==> src/rtl/core/bascs_pkg.sv <==
`default_nettype none
// ----------------------------------------------------------------------------
// bascs_pkg
// Types and constants for the byte-aligned start code search block.
// ----------------------------------------------------------------------------
package bascs_pkg;

  // byte counter width, counter wraps at this width
  localparam int unsigned POS_W = 32;

  // output position field width
  localparam int unsigned OUT_POS_W = 32;

  // result queue depth and pointer width
  localparam int unsigned QUEUE_DEPTH = 4;
  localparam int unsigned QPTR_W      = $clog2(QUEUE_DEPTH);
  localparam int unsigned QCNT_W      = $clog2(QUEUE_DEPTH + 1);

  // start code values
  localparam logic [31:0] SC_LIMIT = 32'h0000_01ff;
  localparam logic [31:0] SC_GROUP = 32'h0000_01b3;
  localparam logic [31:0] SC_VOP   = 32'h0000_01b6;
  localparam logic [31:0] SC_SEQ   = 32'h0000_01b0;
  localparam logic [31:0] SC_EOS   = 32'h0000_01b1;
  localparam logic [31:0] SC_USER  = 32'h0000_01b2;

  // configuration register indexes
  localparam logic [1:0] CFG_FCODE             = 2'd0;
  localparam logic [1:0] CFG_SKIP_VIDEO_PACKET = 2'd1;
  localparam logic [1:0] CFG_DETECT_USER_DATA  = 2'd2;

  // result kinds
  typedef enum logic [2:0] {
    KIND_GROUP        = 3'd0,
    KIND_VOP          = 3'd1,
    KIND_SEQUENCE     = 3'd2,
    KIND_END_OF_SEQ   = 3'd3,
    KIND_USER_DATA    = 3'd4,
    KIND_VIDEO_PACKET = 3'd5,
    KIND_NO_MORE_DATA = 3'd6
  } code_kind_t;

  // one queued result
  typedef struct packed {
    code_kind_t           kind;
    logic [OUT_POS_W-1:0] position;
    logic                 final_result;
  } result_t;

endpackage : bascs_pkg
`default_nettype wire

==> src/rtl/core/byte_aligned_start_code_search_top.sv <==
`default_nettype none
// ----------------------------------------------------------------------------
// byte_aligned_start_code_search_top
// Byte-aligned start code search over a stream of bitstream bytes.
// ----------------------------------------------------------------------------
// The block takes one stream byte per cycle on the in_ channel while in_tready
// is high and checks the 32-bit window ending at each byte once four bytes of
// the current stream are held. Group of VOP, VOP, visual object sequence, end
// of sequence and, when enabled, user data start codes are reported, as are
// video packet resync markers when fcode is nonzero and skip_video_packet is
// 0. A match reports the byte offset where its window starts. The byte flagged
// by in_tlast also gives a no-more-data result (out_tlast high) carrying the byte
// count, and then the window and counter return to zero for the next stream.
// Each byte is classified in its accept cycle and its results are written to
// a four-entry result queue; the queue drains one result per cycle while
// out_tready is high. With out_tready high a byte is taken every cycle; a
// match on the final byte gives two results. in_tready is high while the queue
// has room for two results. Configuration writes on the cfg_ port take effect
// at the next edge and should only be made while idle.
// ----------------------------------------------------------------------------
module byte_aligned_start_code_search_top (
  input  wire logic        clk,
  input  wire logic        rst_n,
  // configuration write port
  input  wire logic        cfg_we,
  input  wire logic [1:0]  cfg_index,
  input  wire logic [2:0]  cfg_wdata,
  // byte stream in
  input  wire logic        in_tvalid,
  output      logic        in_tready,
  input  wire logic [7:0]  in_tdata,   // [7:0] data_byte
  input  wire logic        in_tlast,   // end_of_data
  // results out
  output      logic        out_tvalid,
  input  wire logic        out_tready,
  output      logic [39:0] out_tdata,  // [2:0] code_kind, [34:3] code_position
  output      logic        out_tlast   // final_result
);

  // configuration registers
  logic [2:0] fcode_r;
  logic       skip_vp_r;
  logic       detect_ud_r;

  // stream state
  logic [23:0]                   window_r, window_nxt;
  logic [bascs_pkg::POS_W-1:0]   seen_r, seen_nxt;
  logic [1:0]                    fill_r, fill_nxt;

  // result queue
  bascs_pkg::result_t              queue_r [bascs_pkg::QUEUE_DEPTH];
  logic [bascs_pkg::QPTR_W-1:0]    wr_ptr_r, rd_ptr_r;
  logic [bascs_pkg::QCNT_W-1:0]    count_r, count_nxt;

  // classification
  logic                          in_req;
  logic                          out_req;
  logic [31:0]                   win;
  logic [4:0]                    vp_shift;
  logic                          match;
  bascs_pkg::code_kind_t         match_kind;
  bascs_pkg::result_t            match_res;
  bascs_pkg::result_t            end_res;
  bascs_pkg::result_t            first_res;
  logic [bascs_pkg::POS_W-1:0]   seen_inc;
  logic [1:0]                    n_wr;

  assign in_req  = in_tvalid & in_tready;
  assign out_req = out_tvalid & out_tready;

  // room for the worst case of two results
  assign in_tready  = (count_r <= bascs_pkg::QCNT_W'(bascs_pkg::QUEUE_DEPTH - 2));
  assign out_tvalid = (count_r != '0);

  // window ending at the new byte, oldest byte on top
  assign win      = {window_r, in_tdata};
  assign vp_shift = 5'd16 - {2'b00, fcode_r};

  always_comb begin
    match      = 1'b0;
    match_kind = bascs_pkg::KIND_GROUP;
    if (fill_r == 2'd3) begin
      if (win <= bascs_pkg::SC_LIMIT) begin
        // short window: compare against the start codes
        if (win == bascs_pkg::SC_GROUP) begin
          match      = 1'b1;
          match_kind = bascs_pkg::KIND_GROUP;
        end else if (win == bascs_pkg::SC_VOP) begin
          match      = 1'b1;
          match_kind = bascs_pkg::KIND_VOP;
        end else if (win == bascs_pkg::SC_SEQ) begin
          match      = 1'b1;
          match_kind = bascs_pkg::KIND_SEQUENCE;
        end else if (win == bascs_pkg::SC_EOS) begin
          match      = 1'b1;
          match_kind = bascs_pkg::KIND_END_OF_SEQ;
        end else if (detect_ud_r && (win == bascs_pkg::SC_USER)) begin
          match      = 1'b1;
          match_kind = bascs_pkg::KIND_USER_DATA;
        end
      end else if (!skip_vp_r && (fcode_r != 3'd0)) begin
        // resync marker: top 15+fcode bits are zeros then a one
        if ((win >> vp_shift) == 32'd1) begin
          match      = 1'b1;
          match_kind = bascs_pkg::KIND_VIDEO_PACKET;
        end
      end
    end
  end

  assign seen_inc = seen_r + bascs_pkg::POS_W'(1);

  always_comb begin
    match_res.kind         = match_kind;
    match_res.position     = bascs_pkg::OUT_POS_W'(seen_r - bascs_pkg::POS_W'(3));
    match_res.final_result = 1'b0;
    end_res.kind           = bascs_pkg::KIND_NO_MORE_DATA;
    end_res.position       = bascs_pkg::OUT_POS_W'(seen_inc);
    end_res.final_result   = 1'b1;
    first_res              = match ? match_res : end_res;
    n_wr                   = in_req ? ({1'b0, match} + {1'b0, in_tlast}) : 2'd0;
  end

  // next stream state
  always_comb begin
    window_nxt = window_r;
    seen_nxt   = seen_r;
    fill_nxt   = fill_r;
    if (in_req) begin
      if (in_tlast) begin
        window_nxt = '0;
        seen_nxt   = '0;
        fill_nxt   = '0;
      end else begin
        window_nxt = {window_r[15:0], in_tdata};
        seen_nxt   = seen_inc;
        fill_nxt   = (fill_r == 2'd3) ? fill_r : fill_r + 2'd1;
      end
    end
  end

  assign count_nxt = count_r + bascs_pkg::QCNT_W'(n_wr)
                     - bascs_pkg::QCNT_W'(out_req);

  always_ff @(posedge clk) begin
    if (!rst_n) begin
      fcode_r     <= '0;
      skip_vp_r   <= 1'b0;
      detect_ud_r <= 1'b0;
      window_r    <= '0;
      seen_r      <= '0;
      fill_r      <= '0;
      wr_ptr_r    <= '0;
      rd_ptr_r    <= '0;
      count_r     <= '0;
    end else begin
      if (cfg_we) begin
        unique case (cfg_index)
          bascs_pkg::CFG_FCODE:             fcode_r     <= cfg_wdata;
          bascs_pkg::CFG_SKIP_VIDEO_PACKET: skip_vp_r   <= cfg_wdata[0];
          bascs_pkg::CFG_DETECT_USER_DATA:  detect_ud_r <= cfg_wdata[0];
          default: ; // unlisted index, write dropped
        endcase
      end
      window_r <= window_nxt;
      seen_r   <= seen_nxt;
      fill_r   <= fill_nxt;
      wr_ptr_r <= wr_ptr_r + bascs_pkg::QPTR_W'(n_wr);
      if (out_req) begin
        rd_ptr_r <= rd_ptr_r + bascs_pkg::QPTR_W'(1);
      end
      count_r <= count_nxt;
    end
  end

  // queue payload, match result first then end result
  always_ff @(posedge clk) begin
    if (n_wr != 2'd0) begin
      queue_r[wr_ptr_r] <= first_res;
    end
    if (n_wr == 2'd2) begin
      queue_r[wr_ptr_r + bascs_pkg::QPTR_W'(1)] <= end_res;
    end
  end

  assign out_tdata = {5'd0, queue_r[rd_ptr_r].position, queue_r[rd_ptr_r].kind};
  assign out_tlast = queue_r[rd_ptr_r].final_result;

endmodule : byte_aligned_start_code_search_top
`default_nettype wire

==> config.mk <==
export PLATFORM = sky130hd
export DESIGN_NAME = byte_aligned_start_code_search_top
export DESIGN_NICKNAME = d
export VERILOG_FILES = /design/src/rtl/core/bascs_pkg.sv /design/src/rtl/core/byte_aligned_start_code_search_top.sv
export SDC_FILE = /design/constraint.sdc
export NUM_CORES = 1
export LEC_CHECK = 0
export ABC_AREA = 1
export BUFFER_PORTS_ARGS = -buffer_cell sky130_fd_sc_hd__buf_2
export CAP_MARGIN = 20
export CORE_ASPECT_RATIO = 0.8
export CORE_MARGIN = 5
export CORE_UTILIZATION = 25
export CTS_BUF_LIST = sky130_fd_sc_hd__clkbuf_4
export DETAILED_ROUTE_END_ITERATION = 8
export GPL_ROUTABILITY_DRIVEN = 0
export HOLD_SLACK_MARGIN = 0.1
export PLACE_DENSITY = 0.5
export SYNTH_ARGS = -nofsm -noshare
export SYNTH_HDL_FRONTEND = slang
export SYNTH_SLANG_ARGS = --single-unit
==> constraint.sdc <==
create_clock -name clk -period 4.15 [get_ports clk]
set_input_delay 0.415 -clock clk [delete_from_list [all_inputs] [get_ports clk]]
set_output_delay 0.415 -clock clk [all_outputs]
set_load 0.01 [all_outputs]
; Word level (Yosys, flattened, before mapping)
; Memory sizes are Yosys's and may differ from the RTL's. A register that Yosys moved wholly into a read port is not among the register bits.
; Index checks and enable logic that the tools add are counted.
[classes]
add_sub_neg = 10
n_lt_le_gt_ge = 2
n_eq_ne = 11
shifts = 1
mux = 30
bitwise_logic = 2
n_reduce_logical = 11
[ops]
columns = cell, count
row1 = $eq 32x9->1 const B, 5
row2 = $mux 36, 1
row3 = $add 32x1->32 const B, 1
row4 = $eq 32x1->1 const B, 1
row5 = $le 32x9->1 const B, 1
row6 = $mux 32, 1
row7 = $shr 32x5->32, 1
row8 = $sub 32x2->32 const B, 1
row9 = $mux 3, 9
row10 = $mux 24, 1
row11 = $mux 1, 13
row12 = $mux 2, 5
row13 = $reduce_and 2->1, 4
row14 = $add 2x1->2 const B, 3
row15 = $eq 2x2->1 const B, 3
row16 = $reduce_bool 3->1, 2
row17 = $sub 5x3->5 const A, 1
row18 = $add 3x2->3, 1
row19 = $le 3x2->1 const B, 1
row20 = $sub 3x1->3, 1
row21 = $add 1x1->2, 1
row22 = $add 2x2->2, 1
row23 = $and 1x1->1, 2
row24 = $eq 2x1->1 const B, 1
row25 = other kinds (5), 6
[totals]
regBits = 70
mem_bits_rw = 144
inputBits = 19
output_inout_bits = 43
memories = 1
[memory_table]
columns = name, words, width, read_ports, rd_ports_with_merged_regs, write_ports, line_no
row1 = queue_r, 4, 36, 1, 1, 2, byte_aligned_start_code_search_top.sv:51  ; bascs_pkg::result_t queue_r [bascs_pkg::QUEUE_DEPTH];

; Depth between registers and ports, before layout
; Gate-level depths: netlist (run 1).
[depth]
word_depth = 14
ltp_mapped = 31
ltp_nobuf = 27

; Worst setup path after synthesis (run 1)
; No wires, ideal clock.
[synth_path]
kind = register to register
startpoint = register fcode_r[0]
endpoint = memory queue_r[3][33] (netlist bit)
setup_time_ns = 0.117
arrival_ns = 4.208
t_required_ns = 4.033
setup_slack_ns = -0.175
path_stages_with_launch = 27
n_path_buf = 3
period_less_slack_ns = 4.325
path_cell_list = dfxtp_1 -> inv_2 -> buf_2 -> ha_1 -> ha_1 -> inv_1 -> buf_1 -> o21ai_0 -> nor2_1 -> nor2_1 -> nand2_1 -> nand2_1 -> nand3_1 -> nor2_1 -> nand2_1 -> nand2_2 -> buf_2 -> ha_1 -> inv_1 -> nor2_1 -> nor2_1 -> nor2_1 -> inv_1 -> nand2_1 -> inv_1 -> nand2_1 -> o21ai_1
[synth_rtl]
columns = item, line_no
row1 = start: declaration, byte_aligned_start_code_search_top.sv:41  ; logic [2:0] fcode_r;
row2 = start signal: assignment, byte_aligned_start_code_search_top.sv:159  ; bascs_pkg::CFG_FCODE: fcode_r <= cfg_wdata;
row3 = end: declaration, byte_aligned_start_code_search_top.sv:51

; Final worst setup path (run 1)
[layout_path]
startpoint = register fcode_r[0]
endpoint = register count_r[2] (netlist bit)
[layout_between]
elab_chain_cells = 11
word_cells_on_any_way = 13
cone_classes = add/sub (4) / eq/ne (1) / shift (1) / mux (5) / reduce/logical (2)
[layout_rtl]
columns = item, line_no
row1 = $sub 5x3->5, byte_aligned_start_code_search_top.sv:77  ; assign vp_shift = 5'd16 - {2'b00, fcode_r};
row2 = $shr 32x5->32, byte_aligned_start_code_search_top.sv:103  ; if ((win >> vp_shift) == 32'd1) begin
row3 = $eq 32x1->1, byte_aligned_start_code_search_top.sv:103
row4 = $mux 1, byte_aligned_start_code_search_top.sv:103
row5 = $mux 1 *, byte_aligned_start_code_search_top.sv:101  ; end else if (!skip_vp_r && (fcode_r != 3'd0)) begin
row6 = $mux 1 *, byte_aligned_start_code_search_top.sv:83  ; if (win <= bascs_pkg::SC_LIMIT) begin
row7 = $mux 1 *, byte_aligned_start_code_search_top.sv:82  ; if (fill_r == 2'd3) begin
row8 = $add 1x1->2 *, byte_aligned_start_code_search_top.sv:121  ; n_wr = in_req ? ({1'b0, match} + {1'b0, in_tlast}) : 2'd0;
row9 = $mux 2 *, byte_aligned_start_code_search_top.sv:121
row10 = $add 3x2->3 *, byte_aligned_start_code_search_top.sv:142  ; assign count_nxt = count_r + bascs_pkg::QCNT_W'(n_wr)
row11 = $sub 3x1->3 *, byte_aligned_start_code_search_top.sv:143  ; - bascs_pkg::QCNT_W'(out_req);
row12 = end signal: assignment, byte_aligned_start_code_search_top.sv:172  ; count_r <= count_nxt;
row13 = end: declaration, byte_aligned_start_code_search_top.sv:53  ; logic [bascs_pkg::QCNT_W-1:0] count_r, count_nxt;
; Mark *: on every way between the ends. The rest lies on a longest branch, timed or not.
; A chain may end at the register's enable or synchronous reset.

==> impl_metrics.tcl, run 1 <==
set metrics [dict create \
    clk_path_buf_depth 3 \
    viasPerCell 4.81 \
    irDropWorstVdd_uv 185 \
    multi_input_area_um2 6690 \
    setup_tns_ps 0 \
    final_common_cell "nand2_1" \
    syn_area_um2 13300 \
    layout-drive-gt1-share_pct 10.6 \
    cts_tree "done" \
    hpwl_um 28300 \
    ys_seq_elements 216 \
    clock_sinks 216 \
    r2r_cells 27 \
    core.rowCount 75 \
    wl_um 44800 \
    reg2reg_slack_ps 290 \
    setup_viol 0 \
    power_density_nw_per_um2 390 \
    finClkSkew_ps 82.2 \
    arrival_ps 4500 \
    antenna_found_initial 4 \
    clock.fmax_mhz 259 \
    drc 0 \
    firstDrtPassIters 5 \
    grt_max_degree 73 \
    coreArea_um2 52500 \
    grt_pass1_wl_um 70000 \
    postCtsSetupBuffers 0 \
    fp.dieH_um 216 \
    synth-seq-area-share_pct 42.2 \
    regArea_um2 5610 \
    status "complete, no violations" \
    ios 62 \
    clk_pin_slew_ps 70 \
    rr_endpoint "count_r[2]$_SDFF_PN0_" \
    first_iter_violations 1004 \
    period_minus_slack_ps 3860 \
    power_leakage_nw 6.64 \
    final_max_slew_viol_count 0 \
    insertion_delay_ps 790 \
    worstSetupEndpoint "count_r[2]$_SDFF_PN0_" \
    syn_avg_cell_area_um2 6.82 \
    htree_num_levels 3 \
    grt_pass1_vias 12600 \
    period_share_pct 93.0 \
    yosysWarnings 0 \
    fin_util_pct 29.6 \
    crit_path_start "fcode_r[0]$_SDFFE_PN0P_" \
    dieArea_um2 57800 \
    holdPathStages 4 \
    start_kind "flop" \
    postSynthCellCount 1948 \
    grt_setup_unrepaired "false" \
    nets 2052 \
    grt_overflow 0 \
    slew_headroom_pct 42.8 \
    reg2reg_from "fcode_r[0]$_SDFFE_PN0P_" \
    final_antenna_net_count 0 \
    hold_class "input port to flop" \
    post_drt_wl_per_cell_um 16.2 \
    maxCapViolations 0 \
    tightest_slew_ps 858 \
    vias 13300 \
    crit_fanout 26 \
    cp.required_ps 4800 \
    grtUsageTotal_pct 15.1 \
    criticalPathCategory "flop to flop" \
    mostFrequentLayoutCells "nand2_1 (740), nand3_1 (198), nor2_1 (187)" \
    worstSetupEndpointType "flop" \
    final-hold-violation-count 0 \
    worstHoldStart "in_tvalid" \
    filler_cell_count 5709 \
    die_w_um 268 \
    clockRootBuffer "clkbuf_4" \
    portBuffers 56 \
    initial_core_util_pct 25.3 \
    cts_buffers 66 \
    area_growth_pct 16.9 \
    synth_cell_types 38 \
]
==> stage by stage <==
stage	instance area, µm²	power (mW)	setup slack [ps]	hold slack (ps)	instances
after CTS	15500	6.14	290	347	2765
after detailed placement	14400	3.92	319	445	2619
final	15500	6.06	293	392	2768
after floorplan	13300	3.36	157	424	1952
after global placement	14400	3.91	353	446	2619
after global routing	15500	6.41	21.5	396	2768
==> cells by family after synthesis <==
logic type      synth area share [%]
xor+xnor                        3.43
fa+ha+maj                      0.999
flops                           42.2
buf+inv                         7.71
simple gates                    36.9
compound gates                  8.74
other cells                   0.0282
==> where the power goes <==
part	internal [mW]	switching, mW
clock	1.14	1.03
combinational	0.463	0.981
sequential	2.37	0.0667
==> cells in the mapped netlist <==
cell type | number | share of area (%)
inv_2 | 2 | 0.057
nand3_1 | 198 | 7.5
nand4_1 | 17 | 0.80
nand2_1 | 745 | 21
ha_1 | 9 | 0.85
o21ai_1 | 8 | 0.30
xor2_1 | 47 | 3.1
nor3_1 | 20 | 0.75
nor2_1 | 189 | 5.3
clkbuf_1 | 73 | 2.1
o21ai_0 | 89 | 3.4
buf_6 | 1 | 0.085
nor2_2 | 5 | 0.24
fa_1 | 1 | 0.15
buf_2 | 20 | 0.75
a22oi_1 | 3 | 0.17
o311ai_0 | 1 | 0.066
a21oi_1 | 74 | 2.8
o211ai_1 | 2 | 0.11
clkinv_1 | 5 | 0.14
a211oi_1 | 1 | 0.057
nor3_2 | 2 | 0.15
dfxtp_1 | 88 | 13
and2_1 | 1 | 0.047
o22ai_1 | 40 | 1.9
nand2_2 | 2 | 0.094
nor3b_1 | 2 | 0.11
inv_1 | 131 | 3.7
nor4_1 | 6 | 0.28
buf_4 | 9 | 0.51
or2_2 | 4 | 0.19
edfxtp_1 | 128 | 29
xnor2_1 | 5 | 0.33
nand3_2 | 1 | 0.075
nor4_2 | 1 | 0.094
buf_1 | 14 | 0.40
nand3b_1 | 3 | 0.17
conb_1 | 1 | 0.028
==> how the worst min path moves through the flow <==
| stage | to | slack, ps |
|---|---|---|
| finish | window_r[5]$_SDFFE_PN0P_ | 390 |
| global route | window_r[7]$_SDFFE_PN0P_ | 400 |
| CTS | window_r[7]$_SDFFE_PN0P_ | 350 |
| detailed placement | detect_ud_r$_SDFFE_PN0P_ | 440 |
| global placement | queue_r[2][33]$_SDFFE_PP0N_ | 450 |
| floorplan | detect_ud_r$_SDFFE_PN0P_ | 420 |
==> state kept, by name, summed over array words and instances (netlist names), named ones only <==
name,count
queue_r,144
wr_ptr_r,2
fill_r,2
seen_r,32
rd_ptr_r,2
window_r,24
count_r,3
detect_ud_r,1
skip_vp_r,1
fcode_r,3
==> layer usage <==
layer | routed length (µm) | up-vias | GRT usage [%]
met5 | 14 | - | 0
met4 | 1350 | 4 | 5.65
met3 | 2810 | 104 | 3.36
met2 | 20300 | 428 | 24.3
met1 | 20300 | 6266 | 20.0
li1 | - | 6520 | -
==> critical path, cell delays in order, from the launching register on <==
cell and delay (ps):
dfxtp_1 340, inv_2 40, ha_1 340, inv_2 170, buf_12 190, nand3_1 120
nand3_1 110, nand3_1 80, nand2_1 60, clkinv_1 60, nand2_1 60, nor2_1 40
nand2_1 50, nor2_1 40, nand2_1 140, nand2_2 80, ha_1 290, inv_1 40
nor2_1 240, inv_1 80, ha_1 270, inv_1 50, ha_1 130, inv_1 50
fa_1 370, xor2_1 170, inv_1 60, nor2_1 30
==> layout make-up <==
| cell class | instances | area share (%) |
|---|---|---|
| diodes | 2 | 0.0322 |
| clock buffers | 90 | 4.35 |
| inverters | 138 | 3.34 |
| well taps | 693 | 5.59 |
| flip-flops and latches | 216 | 36.1 |
| repair buffers | 120 | 6.33 |
| clock inverters | 28 | 1.14 |
| multi-input cells | 1481 | 43.1 |
==> repair_timing <==
item                       CTS  global route
hold buffers                28             0
hold endpoints to repair    24             0
setup endpoints to repair    0             1
gates resized for setup      0             1
Note: power is estimated with default switching activity, not from simulation.
==> inputs of run 2 (changes only) <==
BUFFER_PORTS_ARGS = default   (was -buffer_cell sky130_fd_sc_hd__buf_2)
DONT_BUFFER_PORTS = 1   (was default)
PLACE_DENSITY = 0.49   (was 0.5)
==> run 2 against run 1 <==
  * Critical path type unchanged
  * Cell area is 1.5% lower
  * Utilization is 0.45 points lower
  * Die area stayed put
  * Routed wire length is 0.13% higher
==> impl_metrics.tcl, run 2 (synthesis gave the netlist of run 1 again) <==
set metrics [dict create \
    slew_headroom_pct 50.1 \
    slowest_delay_ps 370 \
    grt_overflow 0 \
    mostFrequentLayoutCells "nand2_1 (740), nand3_1 (198), nor2_1 (186)" \
    postCtsSetupBuffers 0 \
    dieArea_um2 57800 \
    irDropWorstVdd_uv 142 \
    final_antenna_net_count 0 \
    insertion_delay_ps 770 \
    hold_slack_ps 230 \
    cp.required_ps 4770 \
    fp.dieH_um 216 \
    crit_family "adder cells" \
    vias 13000 \
    portBuffers 0 \
    viasPerCell 4.77 \
    final_common_cell "nand2_1" \
    period_share_pct 90.3 \
    clk_path_buf_depth 3 \
    design_area_um2 15300 \
    power_density_nw_per_um2 382 \
    power_leakage_nw 6.48 \
    wl_um 44900 \
    largest_register_ffs 144 \
    grtUsageMet1_pct 20.5 \
    antenna_found_initial 2 \
    setup_viol 0 \
    criticalPathCategory "flop to flop" \
    start_kind "flop" \
    coreArea_um2 52500 \
    hold_class "input port to flop" \
    use_met2_pct 25.0 \
    cp_slowest_cell "fa_1" \
    maxCapViolations 0 \
    top_register "queue_r" \
    die_w_um 268 \
    status "complete, no violations" \
    cts_tree "done" \
    cp_common_cell "inv_1" \
    core.rowCount 75 \
    finalPower_mw 5.85 \
    post_drt_wl_per_cell_um 16.5 \
    ios 62 \
    final-hold-violation-count 0 \
    initial_core_util_pct 25.3 \
    post_dp_cell_area_um2 14100 \
    gr-max-usage-layer "met2" \
    final_max_slew_viol_count 0 \
    grtUsageTotal_pct 15.4 \
    setup_tns_ps 0 \
    first_iter_violations 919 \
    firstDrtPassIters 5 \
    period_minus_slack_ps 3750 \
    fin_util_pct 29.1 \
    clock_sinks 216 \
    grt_pass1_vias 12900 \
    clockRootBuffer "clkbuf_4" \
    cts_buffers 66 \
    drc 0 \
    grt_setup_unrepaired "false" \
    clk_pin_slew_ps 60 \
    clock.fmax_mhz 267 \
    grt_pass1_wl_um 71600 \
    arrival_ps 4360 \
    layout-drive-gt1-share_pct 8.56 \
    worstSetupEndpointType "flop" \
    htree_num_levels 3 \
    grt_max_degree 73 \
    finClkSkew_ps 68.4 \
    nets 2000 \
    area_growth_pct 15.1 \
    met3_usage_pct 3.38 \
    crit_fanout 24 \
    tightest_slew_ps 748 \
    hpwl_um 28400 \
    worst-path-buf-inv 9 \
    top_regs "queue_r: 144 flops, seen_r: 32 flops, window_r: 24 flops" \
]
## run 2: cell types whose count changed in the layout (fill, tap and decap cells not counted), moves of 2 or more
cell,before,now
clkinv_2,4,1
buf_12,12,14
clkinv_1,22,15
clkbuf_4,90,100
bufinv_16,2,0
diode_2,2,4
buf_2,56,0
## run 2: what timing repair did
action | CTS | global route
resized for setup | 0 | 4
setup endpoints to repair | 0 | 8
hold buffers | 29 | 0
hold endpoints to repair | 31 | 0
## run 2: path summary, 6_finish.rpt
path,cells past startpoint,endpoint,from,slack (ps)
min,3,wr_ptr_r[1]$_SDFF_PN0_,in_tvalid,230
min reg2reg,2,queue_r[2][33]$_SDFFE_PP0N_,queue_r[2][33]$_SDFFE_PP0N_,460
max,28,count_r[2]$_SDFF_PN0_,fcode_r[0]$_SDFFE_PN0P_,400
max reg2reg,28,count_r[2]$_SDFF_PN0_,fcode_r[0]$_SDFFE_PN0P_,400
## run 2: power breakdown
part,switching (mW),internal (mW)
Clock,0.991,1.10
Combinational,0.934,0.367
Sequential,0.0812,2.37
Total,2.01,3.84
## run 2: area by class of cell
class                      instances  area [µm²]
multi-input combinational       1481        6700
inverter                         138         518
antenna                            4        10.0
clock buffer                     100         751
fill                            5692       37200
timing repair buffer              68         763
sequential                       216        5610
clock inverter                    17        73.8
tap                              693         867
## run 2: worst min-delay path: stages
cell and delay (ps):
nand2_2 250, nor2_1 130, a21oi_1 120
## run 2: stage by stage
stage	setup slack, ps	cells
floorplan	157	1952
global placement	271	2565
detailed placement	243	2566
CTS	226	2712
global route	4.44	2717
finish	403	2717
## run 2: layer usage
layer  share of wire (%)  routed length (µm)  up-vias
met1                  46               20500     6092
met5                   0                   0        -
met3                 6.0                2700       97
li1                    -                   -     6409
met4                 2.4                1080        0
met2                  46               20600      374
